## src/rtl/core/fbc_pkg.sv

```systemverilog
package fbc_pkg;

    localparam int NUM_PLANES = 5;
    localparam int PSEL_W     = (NUM_PLANES > 1) ? $clog2(NUM_PLANES) : 1;
    localparam int PIDX_W     = 3;
    localparam int COORD_W    = 32;
    localparam int PROD_W     = 2 * COORD_W;
    localparam int ACC_W      = PROD_W + 2;
    localparam int OFF_SHIFT  = 30;
    localparam int OFF_EXT_W  = ACC_W - COORD_W - OFF_SHIFT;
    localparam int SIGN_BIT   = 31;
    localparam int NUM_AXES   = 3;

    localparam int S_TDATA_W  = 328;
    localparam int M_TDATA_W  = 8;

    localparam logic [PSEL_W-1:0] PLANE_LAST   = PSEL_W'(NUM_PLANES - 1);
    localparam logic [PIDX_W-1:0] VISIBLE_CODE = PIDX_W'(NUM_PLANES);
    localparam logic [1:0]        AXIS_LAST    = 2'(NUM_AXES - 1);
    localparam logic [1:0]        AXIS_FIRST   = 2'd0;

    typedef enum logic {
        REQ_LOAD = 1'b0,
        REQ_TEST = 1'b1
    } req_type_t;

    typedef enum logic [2:0] {
        ST_IDLE,
        ST_MUL,
        ST_ADD,
        ST_CMP,
        ST_DONE
    } state_t;

    // first member sits in the highest bits, so the list runs from max_z down
    typedef struct packed {
        logic [NUM_AXES-1:0][COORD_W-1:0] box_max;
        logic [NUM_AXES-1:0][COORD_W-1:0] box_min;
        logic [COORD_W-1:0]               plane_offset;
        logic [NUM_AXES-1:0][COORD_W-1:0] normal;
        logic [PIDX_W-1:0]                plane_index;
    } in_item_t;

    localparam int IN_ITEM_W = $bits(in_item_t);

    typedef struct packed {
        logic              plane_load;
        logic              box_load;
        logic              mul_en;
        logic              acc_clr;
        logic              acc_add;
        logic              res_load;
        logic              res_visible;
        logic [PIDX_W-1:0] res_plane;
        logic [PSEL_W-1:0] plane;
        logic [1:0]        axis;
    } dp_cmd_t;

    typedef struct packed {
        logic below;
    } dp_status_t;

endpackage

```

## src/rtl/core/frustum_box_cull.sv

```systemverilog
// channel  direction  tdata                                         tuser
// s_       in         plane_index, normal_x..z, plane_offset,       req_type
//                     min_x..z, max_x..z (323 bits in 328)
// m_       out        visible, culling_plane (4 bits in 8)          -
//
// a load transaction gives no result
// a test examines the planes in turn, each with three products on the one shared
// 32x32 multiplier, the last add and the compare, until one culls the box or all pass
// reset (aresetn low) clears the controller state and the output valid; planes stay
// undefined until loaded
// the result sits in an output register; a new transaction is taken while it
// waits, and a finished test waits only for that register to free up
module frustum_box_cull (
    input  logic                            aclk,
    input  logic                            aresetn,
    input  logic                            s_tvalid,
    output logic                            s_tready,
    // plane_index, normal_x, normal_y, normal_z, plane_offset,
    // min_x, min_y, min_z, max_x, max_y, max_z, zero fill
    input  logic [fbc_pkg::S_TDATA_W-1:0]   s_tdata,
    // req_type
    input  logic                            s_tuser,
    output logic                            m_tvalid,
    input  logic                            m_tready,
    // visible, culling_plane, zero fill
    output logic [fbc_pkg::M_TDATA_W-1:0]   m_tdata
);

    fbc_pkg::in_item_t    in_item;
    fbc_pkg::req_type_t   req_type;
    fbc_pkg::dp_cmd_t     cmd;
    fbc_pkg::dp_status_t  status;

    assign in_item  = fbc_pkg::in_item_t'(s_tdata[fbc_pkg::IN_ITEM_W-1:0]);
    assign req_type = fbc_pkg::req_type_t'(s_tuser);

    fbc_ctrl u_ctrl (
        .aclk     (aclk),
        .aresetn  (aresetn),
        .s_tvalid (s_tvalid),
        .s_tready (s_tready),
        .req_type (req_type),
        .m_tvalid (m_tvalid),
        .m_tready (m_tready),
        .status   (status),
        .cmd      (cmd)
    );

    fbc_dp u_dp (
        .aclk     (aclk),
        .in_item  (in_item),
        .cmd      (cmd),
        .status   (status),
        .res_data (m_tdata)
    );

`ifndef SYNTHESIS
    // a test transaction holds off the input until its result is built
    assert property (@(posedge aclk) disable iff (!aresetn)
        (s_tvalid && s_tready && s_tuser == fbc_pkg::REQ_TEST) |=> !s_tready)
        else $error("input taken while a test is in progress");

    // a load transaction never produces a result
    assert property (@(posedge aclk) disable iff (!aresetn)
        (s_tvalid && s_tready && s_tuser == fbc_pkg::REQ_LOAD && !m_tvalid) |=> !m_tvalid)
        else $error("result raised by a plane load");

    // visible results carry the plane count, culled ones a real plane
    assert property (@(posedge aclk) disable iff (!aresetn)
        m_tvalid |-> (m_tdata[0] ? (m_tdata[3:1] == fbc_pkg::VISIBLE_CODE)
                                 : (m_tdata[3:1] < fbc_pkg::VISIBLE_CODE)))
        else $error("culling plane does not match visible flag");
`endif

endmodule

```

## src/rtl/core/fbc_dp.sv

```systemverilog
module fbc_dp (
    input  logic                                   aclk,
    input  fbc_pkg::in_item_t                      in_item,
    input  fbc_pkg::dp_cmd_t                       cmd,
    output fbc_pkg::dp_status_t                    status,
    output logic [fbc_pkg::M_TDATA_W-1:0]          res_data
);

    logic [fbc_pkg::NUM_AXES-1:0][fbc_pkg::COORD_W-1:0] normal_mem [fbc_pkg::NUM_PLANES];
    logic [fbc_pkg::COORD_W-1:0]  offset_mem [fbc_pkg::NUM_PLANES];
    logic [fbc_pkg::NUM_AXES-1:0] csel_mem   [fbc_pkg::NUM_PLANES];

    logic [fbc_pkg::NUM_AXES-1:0][fbc_pkg::COORD_W-1:0] box_min_reg;
    logic [fbc_pkg::NUM_AXES-1:0][fbc_pkg::COORD_W-1:0] box_max_reg;

    logic signed [fbc_pkg::PROD_W-1:0] prod_reg;
    logic signed [fbc_pkg::ACC_W-1:0]  acc_reg;
    logic                              res_visible_reg;
    logic [fbc_pkg::PIDX_W-1:0]        res_plane_reg;

    logic                              load_ok;
    logic [fbc_pkg::PSEL_W-1:0]        load_idx;
    logic [fbc_pkg::NUM_AXES-1:0]      csel;
    logic                              neg;
    logic [fbc_pkg::COORD_W-1:0]       coord;
    logic [fbc_pkg::COORD_W-1:0]       normal;
    logic [fbc_pkg::COORD_W-1:0]       offset;
    logic signed [fbc_pkg::ACC_W-1:0]  off_scaled;

    function automatic logic [1:0] AXIS_IDX(input logic [1:0] axis);
        AXIS_IDX = fbc_pkg::AXIS_LAST - axis;
    endfunction

    assign load_ok  = {1'b0, in_item.plane_index} < (fbc_pkg::PIDX_W + 1)'(fbc_pkg::NUM_PLANES);
    assign load_idx = in_item.plane_index[fbc_pkg::PSEL_W-1:0];

    // bit2 holds the x sign, bit0 the z sign
    always_ff @(posedge aclk) begin
        if (cmd.plane_load && load_ok) begin
            normal_mem[load_idx] <= in_item.normal;
            offset_mem[load_idx] <= in_item.plane_offset;
            csel_mem[load_idx]   <= {in_item.normal[0][fbc_pkg::SIGN_BIT],
                                     in_item.normal[1][fbc_pkg::SIGN_BIT],
                                     in_item.normal[2][fbc_pkg::SIGN_BIT]};
        end
        if (cmd.box_load) begin
            box_min_reg <= in_item.box_min;
            box_max_reg <= in_item.box_max;
        end
    end

    // probe corner: min coordinate where the normal component is negative
    assign csel   = csel_mem[cmd.plane];
    assign neg    = csel[AXIS_IDX(cmd.axis)];
    assign coord  = neg ? box_min_reg[cmd.axis] : box_max_reg[cmd.axis];
    assign normal = normal_mem[cmd.plane][cmd.axis];
    assign offset = offset_mem[cmd.plane];

    always_ff @(posedge aclk) begin
        if (cmd.mul_en) begin
            prod_reg <= $signed(normal) * $signed(coord);
        end
        if (cmd.acc_clr) begin
            acc_reg <= '0;
        end else if (cmd.acc_add) begin
            acc_reg <= acc_reg + fbc_pkg::ACC_W'(prod_reg);
        end
        if (cmd.res_load) begin
            res_visible_reg <= cmd.res_visible;
            res_plane_reg   <= cmd.res_plane;
        end
    end

    // offset moved from Q16.16 to the Q.46 scale of the products
    assign off_scaled = {{fbc_pkg::OFF_EXT_W{offset[fbc_pkg::SIGN_BIT]}}, offset,
                         fbc_pkg::OFF_SHIFT'(0)};

    assign status.below = acc_reg < off_scaled;

    assign res_data = fbc_pkg::M_TDATA_W'({res_plane_reg, res_visible_reg});

endmodule

```

## src/rtl/core/fbc_ctrl.sv

```systemverilog
module fbc_ctrl (
    input  logic                 aclk,
    input  logic                 aresetn,
    input  logic                 s_tvalid,
    output logic                 s_tready,
    input  fbc_pkg::req_type_t   req_type,
    output logic                 m_tvalid,
    input  logic                 m_tready,
    input  fbc_pkg::dp_status_t  status,
    output fbc_pkg::dp_cmd_t     cmd
);

    fbc_pkg::state_t             state_reg, state_next;
    logic [fbc_pkg::PSEL_W-1:0]  plane_reg, plane_next;
    logic [1:0]                  axis_reg, axis_next;
    logic                        vis_reg, vis_next;
    logic                        m_valid_reg, m_valid_next;
    logic                        accept;

    always_ff @(posedge aclk) begin
        if (!aresetn) begin
            state_reg   <= fbc_pkg::ST_IDLE;
            m_valid_reg <= 1'b0;
        end else begin
            state_reg   <= state_next;
            m_valid_reg <= m_valid_next;
        end
        plane_reg <= plane_next;
        axis_reg  <= axis_next;
        vis_reg   <= vis_next;
    end

    assign s_tready = (state_reg == fbc_pkg::ST_IDLE);
    assign m_tvalid = m_valid_reg;
    assign accept   = s_tvalid && s_tready;

    always_comb begin
        state_next      = state_reg;
        plane_next      = plane_reg;
        axis_next       = axis_reg;
        vis_next        = vis_reg;
        m_valid_next    = m_valid_reg && !m_tready;
        cmd             = '0;
        cmd.plane       = plane_reg;
        cmd.axis        = axis_reg;
        cmd.res_visible = vis_reg;
        cmd.res_plane   = vis_reg ? fbc_pkg::VISIBLE_CODE : fbc_pkg::PIDX_W'(plane_reg);
        unique case (state_reg)
            fbc_pkg::ST_IDLE: begin
                if (accept) begin
                    if (req_type == fbc_pkg::REQ_TEST) begin
                        cmd.box_load = 1'b1;
                        plane_next   = '0;
                        axis_next    = fbc_pkg::AXIS_FIRST;
                        state_next   = fbc_pkg::ST_MUL;
                    end else begin
                        cmd.plane_load = 1'b1;
                    end
                end
            end
            fbc_pkg::ST_MUL: begin
                cmd.mul_en = 1'b1;
                if (axis_reg == fbc_pkg::AXIS_FIRST) begin
                    cmd.acc_clr = 1'b1;
                end else begin
                    cmd.acc_add = 1'b1;
                end
                if (axis_reg == fbc_pkg::AXIS_LAST) begin
                    state_next = fbc_pkg::ST_ADD;
                end else begin
                    axis_next = axis_reg + 2'd1;
                end
            end
            fbc_pkg::ST_ADD: begin
                cmd.acc_add = 1'b1;
                state_next  = fbc_pkg::ST_CMP;
            end
            fbc_pkg::ST_CMP: begin
                priority if (status.below) begin
                    vis_next   = 1'b0;
                    state_next = fbc_pkg::ST_DONE;
                end else if (plane_reg == fbc_pkg::PLANE_LAST) begin
                    vis_next   = 1'b1;
                    state_next = fbc_pkg::ST_DONE;
                end else begin
                    plane_next = plane_reg + fbc_pkg::PSEL_W'(1);
                    axis_next  = fbc_pkg::AXIS_FIRST;
                    state_next = fbc_pkg::ST_MUL;
                end
            end
            fbc_pkg::ST_DONE: begin
                // wait until the output register is free
                if (!m_valid_reg || m_tready) begin
                    cmd.res_load = 1'b1;
                    m_valid_next = 1'b1;
                    state_next   = fbc_pkg::ST_IDLE;
                end
            end
            default: begin
                state_next = fbc_pkg::ST_IDLE;
            end
        endcase
    end

endmodule
```

## config.mk

```make
export PLATFORM = sky130hd
export DESIGN_NAME = frustum_box_cull
export DESIGN_NICKNAME = d
export VERILOG_FILES = /design/src/rtl/core/fbc_pkg.sv /design/src/rtl/core/frustum_box_cull.sv /design/src/rtl/core/fbc_dp.sv /design/src/rtl/core/fbc_ctrl.sv
export SDC_FILE = /design/constraint.sdc
export NUM_CORES = 2
export LEC_CHECK = 0
export ABC_AREA = 1
export BUFFER_PORTS_ARGS = -buffer_cell sky130_fd_sc_hd__buf_2
export CORE_UTILIZATION = 53
export DETAILED_ROUTE_END_ITERATION = 16
export PLACE_DENSITY = 0.82
export SETUP_SLACK_MARGIN = 0.4
export SYNTH_ARGS = -nofsm -noshare
export SYNTH_HDL_FRONTEND = slang
export SYNTH_HIERARCHICAL = 1
export SYNTH_SLANG_ARGS = --single-unit
```

## constraint.sdc

```tcl
create_clock -name aclk -period 28.9 [get_ports aclk]
set_clock_uncertainty 0.2 [all_clocks]
set_input_delay 8.67 -clock aclk [delete_from_list [all_inputs] [get_ports aclk]]
set_output_delay 8.67 -clock aclk [all_outputs]
set_load 0.1 [all_outputs]
```

==> summary.txt <==
outcome: finished, final reports clean
CTS buffer count: 93
Syn Area/Cell: 9.88 um^2
most used flip-flop cell after synthesis: edfxtp_1
Reg with most FFs: u_dp/normal_mem
Final #Nets: 9,938
register area share after synthesis: 35.9%
Worst-Skew Late Latency: 0.74 ns
crit path max-delay cell type: fa_1
Worst-Margin Slew: 1.30 ns
die area: 0.152 mm^2
count of final hold-check violations: 0
share of Yosys cell area claimed by the top area cell type: 34.2%
Hold/Removal Path Class: reg -> reg
synth unique cells: 51
CP Class: reg -> reg
largest net degree at the start of global routing: 190
share of cells above drive strength 1: 8.35%
DP Wirelength: 189,000 um
Synth Instances: 8,052
fillers: 12,164
Avg Vias per Cell: 6.02
Top delay family on crit path: adder cells
GRT Total Usage: 34.3%
Post-Route Setup TNS: 0 ns
CTS Sinks: 976
yosys warns: 6
max-slew violations: 0
GP Congestion: 1.03
drt wl/cell: 25.2 um
Crit path top cell by count: fa_1
number of enable flip-flop cells after synthesis: 906
ANT nets after route: 0
Worst Hold Slack: 0.274 ns
CP arrival: 12.50 ns
CP Capture Type: flip-flop
initial antenna violation count: 38
Max-Cap Viols: 0
Worst R2R Setup Slack: 16.59 ns
asr flop ratio synth: 0%
Ports: 343
Port Buf Inserts: 333
synthesized flop and latch total: 976
total congestion overflow: 0
crit-path max FO: 146
Core Box Area: 0.148 mm^2
top-count cell post-synth: inv_1
synthesized area: 0.0796 mm^2
dominant cell type by area after synthesis: edfxtp_1
Synth area leaders: edfxtp_1 34%, fa_1 27%, inv_1 6.3%
vias in the first global route: 63,115
hold buffer count at CTS: 0
chip height: 390 um
Post-synth top cells: 1,328 x inv_1, 1,297 x nor2_1, 1,083 x fa_1, 906 x edfxtp_1, 830 x nand2_1
htree depth: 3
clock buffer depth: 3
clock-pin slew on the worst setup and hold paths: 0.06 ns
1st-iter DRT viols: 7,586
WL final: 260,000 um
count of final setup violators: 0
Final period util: 42.6%
Initial Util: 53.6%
max FFs per register: 470
CP required: 29.10 ns
Largest stage delay, worst path: 1.05 ns
Residual DRC: 0
biggest registers after layout: u_dp/normal_mem: 470 flops, u_dp/offset_mem: 160 flops
Setup crit start kind: flip-flop
drt pass-1 iters: 8
Post-CTS Setup Bufs: 0
# resized after CTS: 0
num rows: 141
CTS tree: done
RSZ-0062 raised after global routing: no
Area Overhead vs Synth: 8.23%
fmax: 0.0813 GHz
width of the chip: 390 um
root buf cell: clkbuf_16
worst path buffer plus inverter count: 11
max_slew headroom: 12.8%
Final min period: 12.31 ns
first-pass GRT wire length: 386,000 um
via count: 62,307
==> cells by family after synthesis <==
kind of cell / Yosys count / synth area share [%]
mux: 32 / 0.402
compound gates: 1037 / 7.65
flops: 976 / 35.9
fa+ha+maj: 1371 / 31.8
simple gates: 2808 / 14.5
xor+xnor: 101 / 1.11
other cells: 1 / 0.00471
buf+inv: 1726 / 8.65
==> cell type report <==
| cell class | count | area (um^2) | share of cell area (%) |
|---|---|---|---|
| clock inverters | 47 | 513 | 0.596 |
| inverters | 1365 | 5130 | 5.96 |
| flip-flops and latches | 976 | 28600 | 33.2 |
| repair buffers | 445 | 2570 | 2.98 |
| well taps | 2002 | 2500 | 2.91 |
| multi-input cells | 5353 | 44200 | 51.4 |
| clock buffers | 124 | 2470 | 2.87 |
| diodes | 36 | 90.1 | 0.105 |
==> layer usage <==
layer / routed length, um / track usage [%]
met4: 20100 / 22.0
met3: 32800 / 9.81
met5: 125 / 0
met2: 116000 / 52.7
met1: 91500 / 42.6
==> worst reg2reg max path: cells and delay by family, from the launching register on <==
kind                       cells  cell delay (ns)
and+or+nand+nor                7             1.22
AOI/OAI and AO/OA              8             1.60
adders and majority gates      9             5.25
DFF                            1             0.49
buffers and inverters         11             3.24
==> metrics by stage <==
stage / utilization, % / setup slack [ns] / instances / instance area (um^2)
after floorplan: - / 5.28 / 8055 / 79600
after global placement: 56.0 / 16.68 / 10141 / 83100
after detailed placement: 56.0 / 16.65 / 10141 / 83100
after CTS: 58.0 / 16.64 / 10312 / 86000
after global routing: 58.0 / 16.12 / 10340 / 86100
final: 58.1 / 16.59 / 10348 / 86100
==> cell usage in the layout, fill, tap and decap left out, drive strengths merged, types with 5 or more instances in the layout <==
cell / n
a32o: 30
diode: 36
mux2i: 32
inv: 1368
or2: 8
nand4: 17
and2: 5
o221ai: 18
nor4: 14
bufinv: 5
ha: 288
nand2: 838
o21a: 7
fa: 1083
o22ai: 80
a21o: 19
nand3: 581
o211ai: 61
a21boi: 9
buf: 445
clkbuf: 124
o21bai: 29
edfxtp: 906
a31oi: 14
xnor2: 24
o21ai: 497
clkinv: 37
a21oi: 262
and3: 9
nor2: 1298
xor2: 77
nor3: 30
dfxtp: 70
==> path summary, 6_finish.rpt <==
kind | startpoint | endpoint | depth (start not counted)
hold reg to reg | u_dp/acc_reg[0] | u_dp/acc_reg[0] | 2
setup / recovery | u_ctrl/plane_reg[0] | u_dp/prod_reg[63] | 35
hold / removal | u_dp/acc_reg[0] | u_dp/acc_reg[0] | 2
setup reg to reg | u_ctrl/plane_reg[0] | u_dp/prod_reg[63] | 35
Power is not shown: default switching activity piles up to over one toggle a cycle in this logic, so the estimate is an artifact.
